<file path="config.mk">
export PLATFORM = sky130hd
export DESIGN_NAME = bba_bitmap
export DESIGN_NICKNAME = d
export VERILOG_FILES = /design/src/design/bba_pkg.sv /design/src/design/bba_bitmap.sv
export SDC_FILE = /design/constraint.sdc
export NUM_CORES = 2
export LEC_CHECK = 0
export ABC_AREA = 0
export BUFFER_PORTS_ARGS = -buffer_cell sky130_fd_sc_hd__buf_2
export CAP_MARGIN = 20
export CELL_PAD_IN_SITES_DETAIL_PLACEMENT = 2
export CELL_PAD_IN_SITES_GLOBAL_PLACEMENT = 2
export CORE_MARGIN = 5
export CORE_UTILIZATION = 51
export CTS_CLUSTER_DIAMETER = 60
export CTS_CLUSTER_SIZE = 8
export DETAILED_ROUTE_END_ITERATION = 12
export PLACE_DENSITY_LB_ADDON = 0.1
export SLEW_MARGIN = 20
export SYNTH_ARGS = -nofsm -noshare
export SYNTH_HDL_FRONTEND = slang
export SYNTH_SLANG_ARGS = --single-unit
</file>
<file path="constraint.sdc">
create_clock -name i_clk -period 4.5 [get_ports i_clk]
set_input_delay 0.225 -clock i_clk [delete_from_list [all_inputs] [get_ports i_clk]]
set_output_delay 0.225 -clock i_clk [all_outputs]
set_load 0.02 [all_outputs]
</file>
<file path="src/design/bba_pkg.sv">
`timescale 1ns / 1ps
// ============================================================================
// bba_pkg
// Shared types, sizes and codes for the bitmap block allocator.
// ============================================================================
package bba_pkg;

    localparam int NUM_BLOCKS = 4096;
    localparam int MAP_BYTES  = (NUM_BLOCKS + 7) / 8;
    localparam int ADDR_W     = $clog2(MAP_BYTES);
    localparam int FILL_W     = $clog2(MAP_BYTES + 1);
    localparam int BLK_W      = 12;
    localparam int CNT_W      = 13;

    localparam logic [7:0] FULL_BYTE = 8'hFF;

    typedef logic [1:0] t_status;
    localparam t_status ST_OK    = 2'd0;
    localparam t_status ST_FULL  = 2'd1;
    localparam t_status ST_ROOT  = 2'd2;
    localparam t_status ST_RANGE = 2'd3;

    localparam logic REQ_ALLOC = 1'b0;
    localparam logic REQ_FREE  = 1'b1;

    // bitmap write request
    typedef struct packed {
        logic              en;
        logic [ADDR_W-1:0] addr;
        logic [7:0]        data;
    } t_wr_req;

    // index of the lowest zero bit; only meaningful when b != FULL_BYTE
    function automatic logic [2:0] lowest_clear(input logic [7:0] b);
        logic [2:0] pos;
        pos = 3'd0;
        for (int i = 7; i >= 0; i--) begin
            if (!b[i]) begin
                pos = 3'(i);
            end
        end
        return pos;
    endfunction

endpackage

</file>
<file path="src/design/bba_bitmap.sv">
`timescale 1ns / 1ps
// ============================================================================
// bba_bitmap
// Used-block bitmap RAM, one byte per entry, with a fill count that makes
// never-written bytes read as zero.
// ============================================================================
module bba_bitmap
    import bba_pkg::*;
(
    input  logic              i_clk,
    input  logic              i_rst_n,
    input  logic [ADDR_W-1:0] i_rd_addr,
    output logic [7:0]        o_rd_data,
    input  t_wr_req           i_wr
);

    logic [7:0]        mem [MAP_BYTES];
    logic [7:0]        r_rd_data;
    logic              r_rd_hit;
    logic [FILL_W-1:0] r_fill;
    logic              wr_ok;

    // bytes at or above the fill count were never written: they are zero
    assign wr_ok = i_wr.en && ({{(FILL_W-ADDR_W){1'b0}}, i_wr.addr} <= r_fill);

    always_ff @(posedge i_clk) begin
        if (wr_ok) begin
            mem[i_wr.addr] <= i_wr.data;
        end
        r_rd_data <= mem[i_rd_addr];
    end

    always_ff @(posedge i_clk) begin
        if (!i_rst_n) begin
            r_fill   <= '0;
            r_rd_hit <= 1'b0;
        end else begin
            r_rd_hit <= ({{(FILL_W-ADDR_W){1'b0}}, i_rd_addr} < r_fill);
            if (wr_ok && ({{(FILL_W-ADDR_W){1'b0}}, i_wr.addr} == r_fill)) begin
                r_fill <= r_fill + 1'b1;
            end
        end
    end

    assign o_rd_data = r_rd_hit ? r_rd_data : 8'h00;

endmodule
</file>
==> reports/metrics.csv, run 1 <==
metric,value,unit
Gate Count Post-Synth,7684,
die width,572,um
die height,572,um
Starting Density,51.2,%
port buffer count,36,
Error,[ERROR DPL-0033] detailed placement checks failed during check placement.,
sequential area share after synthesis,76.5,%
count of state elements after synthesis,4115,
Synthesis Warnings,0,
status,aborted with a tool error,
syn nets,7731,
post-DP HPWL,391,mm
"EDFF count, synth",4096,
Exit stage,detailed placement,
I/O pin count,37,
Async SR Flop Fraction,0,%
Avg Inst Size Synth,21.0,um2
Mapped Area,161000,um2
row cnt,206,
top_reg_cell synth,edfxtp_1,
RePlAce Congestion,0.863,
Yosys cell types,72,
==> kinds of logic after synthesis <==
family / share of synthesized area [%]
flops: 76.5
mux: 15.8
simple gates: 3.46
compound gates: 2.22
buf+inv: 1.87
fa+ha+maj: 0.140
xor+xnor: 0.0434
==> synth_stat cells, drive strengths merged (3+ instances only) <==
| cell type | n | area, um2 |
|---|---|---|
| a32o | 3 | 30.0 |
| a32oi | 5 | 43.8 |
| mux4 | 1009 | 22700 |
| clkbuf | 227 | 853 |
| nand2b | 15 | 93.8 |
| nor2b | 18 | 113 |
| buf | 278 | 2090 |
| o2111ai | 13 | 120 |
| nor3b | 3 | 22.5 |
| mux2i | 187 | 1870 |
| o221ai | 81 | 709 |
| or4 | 3 | 22.5 |
| o211ai | 8 | 60.1 |
| nand4 | 8 | 50.1 |
| o21ai | 91 | 455 |
| o22ai | 67 | 419 |
| nand2 | 318 | 1190 |
| dfxtp | 19 | 380 |
| and2 | 19 | 119 |
| nand3 | 44 | 225 |
| a2111oi | 3 | 26.3 |
| or2 | 5 | 31.3 |
| nor3 | 534 | 2670 |
| a22oi | 28 | 210 |
| nor4 | 17 | 106 |
| and3 | 7 | 43.8 |
| a21oi | 104 | 521 |
| a21o | 11 | 82.6 |
| inv | 19 | 71.3 |
| xnor2 | 7 | 61.3 |
| o22a | 9 | 78.8 |
| edfxtp | 4096 | 123000 |
| a211oi | 16 | 120 |
| a31oi | 30 | 188 |
| a221oi | 36 | 315 |
| ha | 18 | 225 |
| nor2 | 217 | 817 |
| mux2 | 78 | 878 |
==> through the flow <==
| stage | area (um2) | instances | hold slack (ns) |
|---|---|---|---|
| 2_1_floorplan | 161000 | 7684 | 0.324 |
| 3_3_place_gp | 172000 | 12300 | 0.548 |
==> run 2, diff against run 1 <==
Settings changed: CELL_PAD_IN_SITES_DETAIL_PLACEMENT 2 to not set, CELL_PAD_IN_SITES_GLOBAL_PLACEMENT 2 to not set, CORE_UTILIZATION 51 to 40, CTS_CLUSTER_DIAMETER 60 to not set, CTS_CLUSTER_SIZE 8 to not set, PLACE_DENSITY_LB_ADDON 0.1 to 0.15.
==> run 2 against run 1 <==
Compared with the run above:
- the run now ends clean
- synthesized area did not move
- synthesized cell count unchanged
==> reports/metrics.csv, run 2 <==
metric,value,unit,change
vias per cell,5.85,,
die height,645,um,+13%
DRT iter0 DRCs,9667,,
"EDFF count, synth",4096,,unchanged
die width,645,um,+13%
Synth Area in Simple Gates,3.46,%,unchanged
Clock Power Share,43.9,%,
sequential area share after synthesis,76.5,%,unchanged
placed cell areas,174000,um2,
sw frac,22.0,%,
row cnt,233,,+13%
Lkg Pwr,59.7,nW,
R2R Setup Slk,0.81,ns,
Max Slew Vio Count,0,,
pin count of the biggest net entering global routing,141,,
Max Fclk,271,MHz,
setup ws final,0.814,ns,
register with the most flip-flops,mem,,
post-synthesis adder-cell area fraction,0.140,%,unchanged
root cell of the clock tree,clkbuf_16,,
Routed Antenna Nets,0,,
Starting Density,40.1,%,-11 points
synth top area cells,"edfxtp_1 (76%), mux4_2 (14%), nor3_1 (1.7%)",,
port buffer count,36,,unchanged
gr usage total,22.9,%,
largest area contributor in the netlist,edfxtp_1,,
Hold Buf Count CTS,12,,
status,finished clean,,
r2r worst-path depth,13,,
fin cells,14300,,
final setup violation count,0,,
grt ovf,0,,
Layout fillers,33400,,
setup TNS,0,ns,
CP Capture Type,flip-flop,,
Synthesis Warnings,0,,unchanged
post-CTS setup repair buffer count,0,,
WP data arrival,4.37,ns,
Worst Path Required,5.19,ns,
internal power,65.0,mW,
clk_skew,0.104,ns,
Synth Area in XOR/XNOR,0.0434,%,unchanged
# clock sinks,4115,,
clk slew on worst S/H paths,0.06,ns,
Max-Slew Margin vs Limit,21.0,%,
"top cells by count, synth","edfxtp_1 (4096), mux4_2 (1004), nor3_1 (534), nand2_1 (318), clkbuf_1 (226)",,
hold violation count in the final report,0,,
RSZ-0062 raised after global routing,no,,
Tot Pwr,83.3,mW,
area delta synth->final,16.8,%,
Reg power frac,50.6,%,
post_cts resized,0,,
initial antenna violation count,27,,
top flop regs,"mem: 4096 flops, r_fill: 10 flops, r_rd_data: 8 flops",,
I/O pin count,37,,unchanged
pre-CTS worst setup slack,0.375,ns,
Gate Count Post-Synth,7684,,unchanged
Critical Path Start Type,flip-flop,,
DIE AREA,416000,um2,
net switching power,18.3,mW,
MaxCap Viol Count,0,,
mux contribution to synthesized area,15.8,%,unchanged
syn nets,7731,,unchanged
fin crit share,81.9,%,
Layout Nets,8650,,
critical path type,flip-flop to flip-flop,,
cts bufs inserted,435,,
RePlAce Congestion,0.841,,-2.6%
Comb power frac,5.5,%,
top_reg_cell synth,edfxtp_1,,
CORE AREA,402000,um2,
Hold WC Path Type,primary input to flip-flop,,
Period minus WS final,3.69,ns,
"commonest cells after routing, fill and taps aside","edfxtp_1 (4096), mux4_2 (1004), buf_4 (846)",,
area fraction in compound gates after synthesis,2.22,%,unchanged
dpl cells,13400,,
top-area cell type share of the netlist area,76.2,%,unchanged
max reg flops,4096,,
largest family of logic cells by synthesized area,multiplexers,,
Yosys cell types,72,,unchanged
H-tree levels,5,,
DRC violations left,0,,
worst-margin pin slew,1.17,ns,
count of state elements after synthesis,4115,,unchanged
DR pass1 iterations,6,,
vias,83500,,
Avg Inst Size Synth,21.0,um2,unchanged
share of post-route cells with drive strength above 1,30.6,%,
final WL,482,mm,
clk_lat worst skew,1.04,ns,
Max clock buf depth,4,,
Avg WL per Cell,33.8,um,
design area,188000,um2,
Async SR Flop Fraction,0,%,unchanged
first-pass GRT wire length,678,mm,
PwrDens,442,nW/um2,
Worst VDD drop,370,uV,
Mapped Area,161000,um2,unchanged
"most common cell after layout, fill and taps aside",edfxtp_1,,
hold path cells,5,,
CP Max Fanout,108,,
number of global-route vias before repair,84800,,
CTS tree,built,,
post-DP HPWL,311,mm,-20%
most frequent cell after synthesis,edfxtp_1,,
## run 2: cell counts after synthesis
No cell type changed its count.
## run 2: layout make-up
class / count / area (um2) / area share (%)
sequential: 4115 / 123000 / 65.5
timing repair buffer: 987 / 8650 / 4.59
antenna: 11 / 27.5 / 0.0146
multi-input combinational: 3045 / 35200 / 18.7
tap: 5287 / 6620 / 3.51
clock buffer: 518 / 11300 / 6.00
clock inverter: 283 / 3180 / 1.69
inverter: 19 / 81.3 / 0.0432
## run 2: critical path, stage by stage (launching register included)
cell and delay [ns]:
dfxtp_1 0.35, inv_1 0.11, ha_1 0.31, a21o_1 0.17
a21o_1 0.18, a21o_1 0.18, a21o_1 0.18, a21o_1 0.18
a21oi_1 0.26, o31ai_4 0.13, buf_12 0.29, buf_4 0.37
nor3_1 0.35, buf_4 0.25
## run 2: cell families after synthesis
logic type	Yosys count
flops	4115
mux	1274
simple gates	1217
compound gates	528
buf+inv	524
fa+ha+maj	18
xor+xnor	8
## run 2: path summary, 6_finish.rpt
check	startpoint	end
worst max-delay path	r_fill[3]$_SDFFE_PN0P_	mem[407][5]$_DFFE_PP_
worst min-delay path	i_rd_addr[6]	r_rd_data[7]$_DFF_P_
worst max register to register	r_fill[3]$_SDFFE_PN0P_	mem[407][5]$_DFFE_PP_
worst min register to register	r_fill[8]$_SDFFE_PN0P_	r_fill[9]$_SDFFE_PN0P_
## run 2: stage by stage
step / hold slack, ns / utilization (%)
final: 0.111 / 46.8
after global routing: 0.0407 / 46.8
after CTS: 0.00310 / 46.8
after detailed placement: 0.540 / 43.2
after global placement: 0.540 / 43.2
after floorplan: 0.324 / -
## run 2: power by group through the flow
stage / logic (mW) / registers, mW / clock network (mW)
after floorplan: 2.15 / 43.0 / 0
after global placement: 4.56 / 43.0 / 0
after detailed placement: 4.60 / 43.0 / 0
after CTS: 4.62 / 42.2 / 37.2
after global routing: 4.76 / 42.1 / 38.8
final: 4.57 / 42.2 / 36.5
## run 2: layer usage
layer	vias to the layer above	track usage (%)	wire length, um
met1	45400	32.4	203000
met4	10	7.05	17000
met5	-	0	69
met3	709	3.98	33200
li1	34200	-	-
met2	3225	36.4	229000
No activity file was read; power rests on OpenSTA's default activity.
